[config.mk]
export PLATFORM = sky130hd
export DESIGN_NAME = interrupt_table_entry_parser_unit
export DESIGN_NICKNAME = d
export VERILOG_FILES = /design/src/hdl/ietp_pkg.sv /design/src/hdl/ietp_parser.sv /design/src/hdl/ietp_outq.sv /design/src/hdl/interrupt_table_entry_parser_unit.sv
export SDC_FILE = /design/constraint.sdc
export NUM_CORES = 2
export LEC_CHECK = 0
export ABC_AREA = 0
export BUFFER_PORTS_ARGS = -buffer_cell sky130_fd_sc_hd__buf_2
export CORE_ASPECT_RATIO = 0.9
export CORE_MARGIN = 10
export CORE_UTILIZATION = 30
export CTS_BUF_LIST = sky130_fd_sc_hd__clkbuf_4 sky130_fd_sc_hd__clkbuf_8
export CTS_CLUSTER_SIZE = 14
export DETAILED_ROUTE_END_ITERATION = 8
export MAX_ROUTING_LAYER = met4
export PLACE_DENSITY_LB_ADDON = 0.3
export SLEW_MARGIN = 20
export SYNTH_ARGS = -nofsm -noshare
export SYNTH_HDL_FRONTEND = slang
export SYNTH_SLANG_ARGS = --single-unit
[constraint.sdc]
create_clock -name clk -period 9 [get_ports clk]
set_input_delay 1.35 -clock clk [delete_from_list [all_inputs] [get_ports clk]]
set_output_delay 1.35 -clock clk [all_outputs]
set_load 0.01 [all_outputs]
[src/hdl/ietp_pkg.sv]
// Shared types and constants for the interrupt table entry parser.
// No dependencies; every other file of the block refers to this package by scoped names.
`default_nettype none

package ietp_pkg;

  // Sizing
  localparam int MAX_LAPICS_DEF = 256;
  localparam int QUEUE_DEPTH    = 8;
  localparam int CFG_ADDR_W     = 4;

  // Register indexes (word address bits [3:2] of the configuration port)
  localparam logic [1:0] REG_LOCAL_TYPE   = 2'd0;
  localparam logic [1:0] REG_IO_TYPE      = 2'd1;
  localparam logic [1:0] REG_ENABLED_MASK = 2'd2;

  localparam logic [7:0]  LOCAL_TYPE_RST   = 8'd0;
  localparam logic [7:0]  IO_TYPE_RST      = 8'd1;
  localparam logic [31:0] ENABLED_MASK_RST = 32'd1;

  // Record kinds
  localparam logic KIND_LOCAL_ID = 1'b0;
  localparam logic KIND_SUMMARY  = 1'b1;

  // Table layout
  localparam logic [31:0] DEFAULT_LOCAL_BASE = 32'hFEE0_0000;
  localparam logic [5:0]  HDR_BASE_FIRST     = 6'd36;
  localparam logic [5:0]  HDR_BASE_LAST      = 6'd39;
  localparam logic [5:0]  ENTRY_START        = 6'd44;
  localparam logic [7:0]  MIN_ENTRY_LEN      = 8'd2;
  localparam logic [7:0]  LAST_SCRATCH_POS   = 8'd11;

  typedef struct packed {
    logic [7:0]  local_type;
    logic [7:0]  io_type;
    logic [31:0] enabled_mask;
  } cfg_t;

  typedef struct packed {
    logic push_id;
    logic push_sum;
  } push_t;

  typedef struct packed {
    logic        record_kind;
    logic [7:0]  local_id;
    logic        sum_ok;
    logic [8:0]  local_count;
    logic [31:0] local_base;
    logic        io_found;
    logic [31:0] io_base;
    logic [31:0] io_irq_base;
    logic [7:0]  io_id;
    logic        malformed;
    logic        run_end;
  } result_t;

endpackage

`default_nettype wire

[src/hdl/ietp_parser.sv]
// Table walker: byte sum, header base capture, entry walk and record generation.
// Depends on ietp_pkg for the configuration, push and result types.
`default_nettype none

module ietp_parser #(
  parameter int MAX_LAPICS = ietp_pkg::MAX_LAPICS_DEF
) (
  input  wire logic             clk,
  input  wire logic             rst_n,
  input  wire logic             item_valid,
  input  wire logic [7:0]       item_byte,
  input  wire logic             item_last,
  input  wire ietp_pkg::cfg_t   cfg,
  output ietp_pkg::push_t       push,
  output ietp_pkg::result_t     id_rec,
  output ietp_pkg::result_t     sum_rec
);

  localparam logic [8:0] MAX_CNT = 9'(MAX_LAPICS);

  logic [5:0]  off_r,   off_nxt;
  logic [7:0]  sum_r,   sum_nxt;
  logic [31:0] hdr_r,   hdr_nxt;
  logic [7:0]  pos_r,   pos_nxt;
  logic [7:0]  type_r,  type_nxt;
  logic [7:0]  len_r,   len_nxt;
  logic [79:0] scr_r,   scr_nxt;
  logic [8:0]  cnt_r,   cnt_nxt;
  logic [7:0]  io_id_r, io_id_nxt;
  logic [31:0] io_base_r, io_base_nxt;
  logic [31:0] io_irq_r,  io_irq_nxt;
  logic        stop_r,  stop_nxt;

  logic [3:0]  pos_m2;
  logic        walk;
  logic        done;
  logic        fin;
  logic        emit;

  // Scratch slot of the current entry byte; only used for positions 2 to 11.
  assign pos_m2 = pos_r[3:0] - 4'd2;

  always_comb begin
    off_nxt     = (off_r == ietp_pkg::ENTRY_START) ? off_r : off_r + 6'd1;
    sum_nxt     = sum_r + item_byte;
    hdr_nxt     = hdr_r;
    pos_nxt     = pos_r;
    type_nxt    = type_r;
    len_nxt     = len_r;
    scr_nxt     = scr_r;
    cnt_nxt     = cnt_r;
    io_id_nxt   = io_id_r;
    io_base_nxt = io_base_r;
    io_irq_nxt  = io_irq_r;
    stop_nxt    = stop_r;
    done        = 1'b0;
    fin         = 1'b0;
    emit        = 1'b0;

    // Header bytes 36..39 hold the local controller base, little-endian.
    if (off_r >= ietp_pkg::HDR_BASE_FIRST && off_r <= ietp_pkg::HDR_BASE_LAST) begin
      hdr_nxt[{off_r[1:0], 3'b000} +: 8] = item_byte;
    end

    walk = (off_r >= ietp_pkg::ENTRY_START) && !stop_r;
    if (walk) begin
      if (pos_r == 8'd0) begin
        type_nxt = item_byte;
        scr_nxt  = '0;
      end else if (pos_r == 8'd1) begin
        len_nxt = item_byte;
        if (item_byte < ietp_pkg::MIN_ENTRY_LEN) begin
          stop_nxt = 1'b1;
        end else begin
          done = (item_byte == ietp_pkg::MIN_ENTRY_LEN);
        end
      end else begin
        if (pos_r <= ietp_pkg::LAST_SCRATCH_POS) begin
          scr_nxt[{pos_m2, 3'b000} +: 8] = item_byte;
        end
        done = (({1'b0, pos_r} + 9'd1) == {1'b0, len_r});
      end
      if (!stop_nxt) begin
        if (done) begin
          pos_nxt = 8'd0;
          fin     = 1'b1;
        end else begin
          pos_nxt = pos_r + 8'd1;
        end
      end
    end

    // Entry complete: a local entry type takes precedence over the I/O type.
    if (fin) begin
      if (type_r == cfg.local_type) begin
        if (((scr_nxt[47:16] & cfg.enabled_mask) != 32'd0) && (cnt_r < MAX_CNT)) begin
          emit    = 1'b1;
          cnt_nxt = cnt_r + 9'd1;
        end
      end else if (type_r == cfg.io_type) begin
        if (io_base_r == 32'd0) begin
          io_id_nxt   = scr_nxt[7:0];
          io_base_nxt = scr_nxt[47:16];
          io_irq_nxt  = scr_nxt[79:48];
        end
      end
    end
  end

  always_ff @(posedge clk) begin
    if (!rst_n || (item_valid && item_last)) begin
      off_r     <= '0;
      sum_r     <= '0;
      hdr_r     <= '0;
      pos_r     <= '0;
      type_r    <= '0;
      len_r     <= '0;
      scr_r     <= '0;
      cnt_r     <= '0;
      io_id_r   <= '0;
      io_base_r <= '0;
      io_irq_r  <= '0;
      stop_r    <= 1'b0;
    end else if (item_valid) begin
      off_r     <= off_nxt;
      sum_r     <= sum_nxt;
      hdr_r     <= hdr_nxt;
      pos_r     <= pos_nxt;
      type_r    <= type_nxt;
      len_r     <= len_nxt;
      scr_r     <= scr_nxt;
      cnt_r     <= cnt_nxt;
      io_id_r   <= io_id_nxt;
      io_base_r <= io_base_nxt;
      io_irq_r  <= io_irq_nxt;
      stop_r    <= stop_nxt;
    end
  end

  assign push.push_id  = item_valid && emit;
  assign push.push_sum = item_valid && item_last;

  always_comb begin
    id_rec             = '0;
    id_rec.record_kind = ietp_pkg::KIND_LOCAL_ID;
    id_rec.local_id    = scr_nxt[15:8];
    id_rec.run_end     = !item_last;

    sum_rec             = '0;
    sum_rec.record_kind = ietp_pkg::KIND_SUMMARY;
    sum_rec.sum_ok      = (sum_nxt == 8'd0);
    sum_rec.local_count = cnt_nxt;
    sum_rec.local_base  = (hdr_nxt != 32'd0) ? hdr_nxt : ietp_pkg::DEFAULT_LOCAL_BASE;
    sum_rec.io_found    = (io_base_nxt != 32'd0);
    sum_rec.io_base     = io_base_nxt;
    sum_rec.io_irq_base = io_irq_nxt;
    sum_rec.io_id       = io_id_nxt;
    sum_rec.malformed   = stop_nxt;
    sum_rec.run_end     = 1'b1;
  end

endmodule

`default_nettype wire

[src/hdl/ietp_outq.sv]
// Result queue: takes up to two records per cycle (id first, then summary), hands out one.
// Depends on ietp_pkg for the push and result types.
`default_nettype none

module ietp_outq #(
  parameter  int DEPTH = ietp_pkg::QUEUE_DEPTH,
  localparam int CNT_W = $clog2(DEPTH + 1)
) (
  input  wire logic              clk,
  input  wire logic              rst_n,
  input  wire ietp_pkg::push_t   push,
  input  wire ietp_pkg::result_t id_rec,
  input  wire ietp_pkg::result_t sum_rec,
  input  wire logic              pop,
  output ietp_pkg::result_t      head,
  output logic [CNT_W-1:0]       count
);

  localparam int PTR_W = $clog2(DEPTH);

  ietp_pkg::result_t mem_r [DEPTH];
  logic [PTR_W-1:0]  wr_r, wr_nxt, wr1;
  logic [PTR_W-1:0]  rd_r, rd_nxt;
  logic [CNT_W-1:0]  cnt_r, cnt_nxt;

  function automatic logic [PTR_W-1:0] wrap_inc(input logic [PTR_W-1:0] p);
    return (p == PTR_W'(DEPTH - 1)) ? '0 : p + 1'b1;
  endfunction

  always_comb begin
    wr1 = wrap_inc(wr_r);
    if (push.push_id && push.push_sum) begin
      wr_nxt = wrap_inc(wr1);
    end else if (push.push_id || push.push_sum) begin
      wr_nxt = wr1;
    end else begin
      wr_nxt = wr_r;
    end
    rd_nxt  = pop ? wrap_inc(rd_r) : rd_r;
    cnt_nxt = cnt_r + CNT_W'(push.push_id) + CNT_W'(push.push_sum) - CNT_W'(pop);
  end

  always_ff @(posedge clk) begin
    if (!rst_n) begin
      wr_r  <= '0;
      rd_r  <= '0;
      cnt_r <= '0;
    end else begin
      wr_r  <= wr_nxt;
      rd_r  <= rd_nxt;
      cnt_r <= cnt_nxt;
    end
  end

  // Record storage needs no reset; the count guards every read.
  always_ff @(posedge clk) begin
    if (push.push_id) begin
      mem_r[wr_r] <= id_rec;
    end
    if (push.push_sum) begin
      mem_r[push.push_id ? wr1 : wr_r] <= sum_rec;
    end
  end

  assign head  = mem_r[rd_r];
  assign count = cnt_r;

endmodule

`default_nettype wire

[src/hdl/interrupt_table_entry_parser_unit.sv]
// Top level of the interrupt table entry parser: configuration registers, input stage,
// parser and result queue. Depends on ietp_pkg, ietp_parser and ietp_outq.
//
// Usage. The table is streamed in one byte per request on the in_ channel (valid/ready),
// from table offset zero, with in_last_byte set on the final byte. Each complete,
// enabled local controller entry, up to MAX_LAPICS per table, yields one record
// of kind 0 carrying its id; the final byte yields a summary record of kind 1
// (checksum status, count, bases, first I/O controller, malformed flag). A final
// byte that also completes an enabled local entry yields both records, id first,
// and only the summary carries run_end. A byte accepted at one clock edge is held in
// the input stage and its records enter the result queue at the next edge, which
// raises out_valid. Throughput is one byte per cycle while in_ready is high; the parser
// needs only a small field update per byte, done combinationally between input stage
// and queue.
// The eight-entry result queue decouples the two sides: bytes keep flowing while
// records wait for out_ready. in_ready falls only when the queue, counting the two
// records that the byte in the input stage may still add, has fewer than two free slots.
// Reset (rst_n low, synchronous) loads the registers with their reset values and
// clears the parse state and the queue. After each final byte the parse state returns
// to its reset value ready for the next table; the configuration registers keep theirs.
// Registers may only be written while no request is in flight.
`default_nettype none

module interrupt_table_entry_parser_unit #(
  parameter int MAX_LAPICS = ietp_pkg::MAX_LAPICS_DEF
) (
  input  wire logic                          clk,
  input  wire logic                          rst_n,
  // Table byte channel
  input  wire logic                          in_valid,
  output logic                               in_ready,
  input  wire logic [7:0]                    in_data_byte,
  input  wire logic                          in_last_byte,
  // Result channel
  output logic                               out_valid,
  input  wire logic                          out_ready,
  output logic                               out_record_kind,
  output logic [7:0]                         out_local_id,
  output logic                               out_sum_ok,
  output logic [8:0]                         out_local_count,
  output logic [31:0]                        out_local_base,
  output logic                               out_io_found,
  output logic [31:0]                        out_io_base,
  output logic [31:0]                        out_io_irq_base,
  output logic [7:0]                         out_io_id,
  output logic                               out_malformed,
  output logic                               out_run_end,
  // Configuration port
  input  wire logic                          cfg_psel,
  input  wire logic                          cfg_penable,
  input  wire logic                          cfg_pwrite,
  input  wire logic [ietp_pkg::CFG_ADDR_W-1:0] cfg_paddr,
  input  wire logic [31:0]                   cfg_pwdata,
  output logic [31:0]                        cfg_prdata,
  output logic                               cfg_pready
);

  localparam int QD    = ietp_pkg::QUEUE_DEPTH;
  localparam int CNT_W = $clog2(QD + 1);

  // Configuration registers
  ietp_pkg::cfg_t cfg_r;
  logic           cfg_wr;

  assign cfg_pready = 1'b1;
  assign cfg_wr     = cfg_psel && cfg_penable && cfg_pwrite && cfg_pready;

  always_ff @(posedge clk) begin
    if (!rst_n) begin
      cfg_r.local_type   <= ietp_pkg::LOCAL_TYPE_RST;
      cfg_r.io_type      <= ietp_pkg::IO_TYPE_RST;
      cfg_r.enabled_mask <= ietp_pkg::ENABLED_MASK_RST;
    end else if (cfg_wr) begin
      unique case (cfg_paddr[3:2])
        ietp_pkg::REG_LOCAL_TYPE:   cfg_r.local_type   <= cfg_pwdata[7:0];
        ietp_pkg::REG_IO_TYPE:      cfg_r.io_type      <= cfg_pwdata[7:0];
        ietp_pkg::REG_ENABLED_MASK: cfg_r.enabled_mask <= cfg_pwdata;
        default: ;
      endcase
    end
  end

  always_comb begin
    unique case (cfg_paddr[3:2])
      ietp_pkg::REG_LOCAL_TYPE:   cfg_prdata = {24'd0, cfg_r.local_type};
      ietp_pkg::REG_IO_TYPE:      cfg_prdata = {24'd0, cfg_r.io_type};
      ietp_pkg::REG_ENABLED_MASK: cfg_prdata = cfg_r.enabled_mask;
      default:                    cfg_prdata = 32'd0;
    endcase
  end

  // Input stage. A byte is only taken when the queue can absorb the records of both the
  // byte already in the stage and the new one, so the stage never has to wait.
  logic             stg_v_r;
  logic [7:0]       stg_byte_r;
  logic             stg_last_r;
  logic [CNT_W-1:0] q_count;
  logic [CNT_W:0]   q_need;
  logic             in_acc;

  assign q_need   = (CNT_W + 1)'(q_count) + (stg_v_r ? (CNT_W + 1)'(2) : '0)
                  + (CNT_W + 1)'(2);
  assign in_ready = (q_need <= (CNT_W + 1)'(QD));
  assign in_acc   = in_valid && in_ready;

  always_ff @(posedge clk) begin
    if (!rst_n) begin
      stg_v_r <= 1'b0;
    end else begin
      stg_v_r <= in_acc;
    end
  end

  always_ff @(posedge clk) begin
    if (in_acc) begin
      stg_byte_r <= in_data_byte;
      stg_last_r <= in_last_byte;
    end
  end

  // Parser and result queue
  ietp_pkg::push_t   push;
  ietp_pkg::result_t id_rec;
  ietp_pkg::result_t sum_rec;
  ietp_pkg::result_t head;
  logic              pop;

  ietp_parser #(
    .MAX_LAPICS (MAX_LAPICS)
  ) u_parser (
    .clk        (clk),
    .rst_n      (rst_n),
    .item_valid (stg_v_r),
    .item_byte  (stg_byte_r),
    .item_last  (stg_last_r),
    .cfg        (cfg_r),
    .push       (push),
    .id_rec     (id_rec),
    .sum_rec    (sum_rec)
  );

  ietp_outq #(
    .DEPTH (QD)
  ) u_outq (
    .clk     (clk),
    .rst_n   (rst_n),
    .push    (push),
    .id_rec  (id_rec),
    .sum_rec (sum_rec),
    .pop     (pop),
    .head    (head),
    .count   (q_count)
  );

  assign out_valid = (q_count != '0);
  assign pop       = out_valid && out_ready;

  assign out_record_kind = head.record_kind;
  assign out_local_id    = head.local_id;
  assign out_sum_ok      = head.sum_ok;
  assign out_local_count = head.local_count;
  assign out_local_base  = head.local_base;
  assign out_io_found    = head.io_found;
  assign out_io_base     = head.io_base;
  assign out_io_irq_base = head.io_irq_base;
  assign out_io_id       = head.io_id;
  assign out_malformed   = head.malformed;
  assign out_run_end     = head.run_end;

  // A byte in the input stage always finds room for both of its possible records.
  a_stage_room: assert property (@(posedge clk) disable iff (!rst_n)
    stg_v_r |-> ((CNT_W + 1)'(q_count) + (CNT_W + 1)'(2) <= (CNT_W + 1)'(QD)))
    else $error("input stage holds a byte without queue room for its records");

  // The summary is always the last record of its byte.
  a_summary_ends_run: assert property (@(posedge clk) disable iff (!rst_n)
    (out_valid && out_record_kind == ietp_pkg::KIND_SUMMARY) |-> out_run_end)
    else $error("summary record without run_end");

  // Id records carry no summary content.
  a_id_clean: assert property (@(posedge clk) disable iff (!rst_n)
    (out_valid && out_record_kind == ietp_pkg::KIND_LOCAL_ID) |->
      (out_local_count == 9'd0 && out_local_base == 32'd0 && !out_io_found
       && !out_sum_ok && !out_malformed))
    else $error("id record carries summary fields");

endmodule

`default_nettype wire

==> results.sh <==
export IMPL_finalCritPeriodShare=0.728
export IMPL_timing_hold_ws_ns=0.444
export IMPL_end_kind="register"
export IMPL_synth_edf_count=937
export IMPL_grt_pass1_vias=40013
export IMPL_syn_nets=4864
export IMPL_dp_hpwl_um=107000
export IMPL_place_port_buffers=209
export IMPL_critPathLaunchType="register"
export IMPL_setup_viol=0
export IMPL_ys_warn_count=0
export IMPL_grt_pass1_wl_um=270000
export IMPL_total_power_mw=14.8
export IMPL_final_layout_size_suffix_gt1_frac=0.216
export IMPL_status="finished, final reports clean"
export IMPL_post_dp_cell_area_mm2=0.0628
export IMPL_synth_flop_cell="edfxtp_1"
export IMPL_grtUsageTotal=0.173
export IMPL_synth_area_mm2=0.0588
export IMPL_ant_nets=0
export IMPL_cts_made_buffers=219
export IMPL_grt_max_degree=133
export IMPL_rsz0062_at_grt="no"
export IMPL_cts_root_buf="clkbuf_8"
export IMPL_io_pins=213
export IMPL_die_w_um=487
export IMPL_yosysMostFrequentCell="nor2_1"
export IMPL_std_cell_rows=154
export IMPL_area_delta_synth_final_pct=14.8
export IMPL_fin_skew_ns=0.0782
export IMPL_fin_crit_ns=6.56
export IMPL_critPathKind="reg -> reg"
export IMPL_wl_per_cell_um=23.9
export IMPL_place_congestion=0.918
export IMPL_synth_top_area_cell="edfxtp_1"
export IMPL_postSynthCellCount=4770
export IMPL_irDropWorstVdd_mv=0.151
export IMPL_die_area_mm2=0.214
export IMPL_max_slew_margin_rel=0.242
export IMPL_post_cts_buffers=0
export IMPL_dp_cells=7310
export IMPL_remaining_drc_errors=0
export IMPL_cp_arrival_ns=7.12
export IMPL_finalInstanceArea_mm2=0.0674
export IMPL_antenna_found_initial=9
export IMPL_firstDrtPassIters=6
export IMPL_synth_area_per_cell_um2=12.3
export IMPL_synthArstFlopShare=0
export IMPL_hold_depth=2
export IMPL_hold_viol=0
export IMPL_cp_max_fo=68
export IMPL_synth_top_area_share=0.479
export IMPL_synth_distinct_cells=80
export IMPL_start_util=0.301
export IMPL_fin_nets=5053
export IMPL_clk_pin_slew_ns=0.06
export IMPL_viasPerCell=5.10
export IMPL_drt_iter0_markers=3853
export IMPL_fin_cells=7728
export IMPL_synth_common_cells="nor2_1 (1,276), edfxtp_1 (937), dfxtp_1 (374)"
export IMPL_fmax_ghz=0.153
export IMPL_num_vias=39435
export IMPL_fill_cells=19140
export IMPL_cts_buffer_depth=3
export IMPL_ctsHoldBuffers=0
export IMPL_power_leakage_nw=21.2
export IMPL_hold_path_class="reg -> reg"
export IMPL_yosys_register_bits=1311
export IMPL_ys_top_cells_by_area="edfxtp_1 (48%), dfxtp_1 (13%), mux4_2 (9.7%), nor2_1 (8.2%), mux2i_1 (3.2%)"
export IMPL_dieHeight_um=440
export IMPL_clkLatencyLatePin_ns=0.99
export IMPL_cts_tree="yes"
export IMPL_maxSlewViolCount=0
export IMPL_grt_ovfl_total=0
export IMPL_routed_wl_um=185000
export IMPL_worst_pin_slew_ns=1.14
export IMPL_ys_seq_area_frac=0.606
export IMPL_coreArea_mm2=0.195
export IMPL_fin_setup_tns_ns=0
export IMPL_post_cts_resized=0
export IMPL_maxCapViolCount=0
export IMPL_clock_sinks=1311
export IMPL_required_ns=9.56
export IMPL_powerDensity_mw_per_mm2=220
export IMPL_cts_max_level=4
export IMPL_reg2reg_depth=16
[per-layer routing]
metal,global-route usage,share of wire,wire [um],vias to the layer above
li1,-,-,-,17729
met3,0.0394,0.074,13700,281
met4,0.0520,0.025,4590,0
met2,0.270,0.47,86300,1371
met5,-,0,0,-
met1,0.225,0.43,80400,20054
[path summary, 6_finish.rpt]
check	startpoint	endpoint	slack, ns
worst max-delay path	u_parser.pos_r[0]$_SDFFE_PP0P_	u_outq.mem_r[1][32]$_DFFE_PP_	2.44
worst min-delay path	u_outq.mem_r[4][125]$_SDFFE_PN1P_	u_outq.mem_r[4][125]$_SDFFE_PN1P_	0.44
worst max register to register	u_parser.pos_r[0]$_SDFFE_PP0P_	u_outq.mem_r[1][32]$_DFFE_PP_	2.44
worst min register to register	u_outq.mem_r[4][125]$_SDFFE_PN1P_	u_outq.mem_r[4][125]$_SDFFE_PN1P_	0.44
[logic make-up (layout without fill, tap and decap cells)]
group | after synthesis | after routing | share of synthesized area
other | 1 | 7 | 0.0000638
multiplexers | 578 | 578 | 0.155
adder cells (fa/ha/maj) | 42 | 42 | 0.00933
XOR/XNOR | 58 | 58 | 0.00888
AO/OA/AOI/OAI | 478 | 478 | 0.0526
AND/OR/NAND/NOR | 1914 | 1914 | 0.138
buffers and inverters | 388 | 766 | 0.0296
flip-flops | 1311 | 1311 | 0.606
[stage by stage]
stage                      util  setup slack (ns)
after CTS                 0.345              2.59
after global placement    0.322              2.63
after global routing      0.345              2.21
after detailed placement  0.322              2.61
after floorplan               -              1.97
final                     0.345              2.44
[power breakdown]
| part | internal (mW) | leakage [nW] | switching [mW] | total [mW] |
|---|---|---|---|---|
| clock network | 2.96 | 2.43 | 2.57 | 5.53 |
| logic | 0.964 | 7.96 | 1.54 | 2.50 |
| registers | 6.61 | 10.8 | 0.177 | 6.78 |
| total | 10.5 | 21.2 | 4.28 | 14.8 |
[area by class of cell]
cell class                      count  area (um2)  area share
Antenna cell                        6        15.0    0.000223
Clock buffer                      321        3910      0.0579
Clock inverter                     89         688      0.0102
Inverter                           42         158     0.00234
Multi-Input combinational cell   3071       21600       0.321
Sequential cell                  1311       35600       0.529
Tap cell                         2574        3220      0.0478
Timing Repair Buffer              314        2170      0.0321
[sequential cells by signal, summed over array words and instances, names as in the netlist, 4 cells and up, named ones only]
register            count
stg_byte_r              8
u_parser.io_base_r     32
u_parser.sum_r          8
u_parser.scr_r         80
u_parser.hdr_r         32
u_outq.mem_r         1008
u_parser.off_r          6
u_parser.pos_r          8
u_parser.io_irq_r      32
u_parser.cnt_r          9
u_parser.len_r          8
u_parser.type_r         8
u_parser.io_id_r        8
cfg_r                  48
u_outq.count            4
[worst max-delay path, cell delays in order (launching register included)]
cell and delay (ns):
dfxtp_1 0.56, inv_1 0.23, ha_1 0.43, nor3b_1 0.50, and4_2 0.73, buf_4 0.49
nor4b_1 0.11, mux2i_1 0.26, nand4_1 0.18, a2111oi_2 0.27, o2111ai_2 0.15, buf_4 0.25
nand3_2 0.27, buf_4 0.40, mux2i_4 0.70, nand2_4 0.13, buf_12 0.23
[placed cells by master, fill, tap and decap left out, drive strengths merged, types with 71 or more instances in the layout]
master	synthesis	final
a211oi	71	71
a21oi	176	176
buf	176	313
clkbuf	170	322
clkinv	0	73
dfxtp	374	374
edfxtp	937	937
mux2	139	139
mux2i	187	187
mux4	252	252
nand2	257	257
nand3	73	73
nor2	1276	1276
Power figures use the tool's default switching activity.
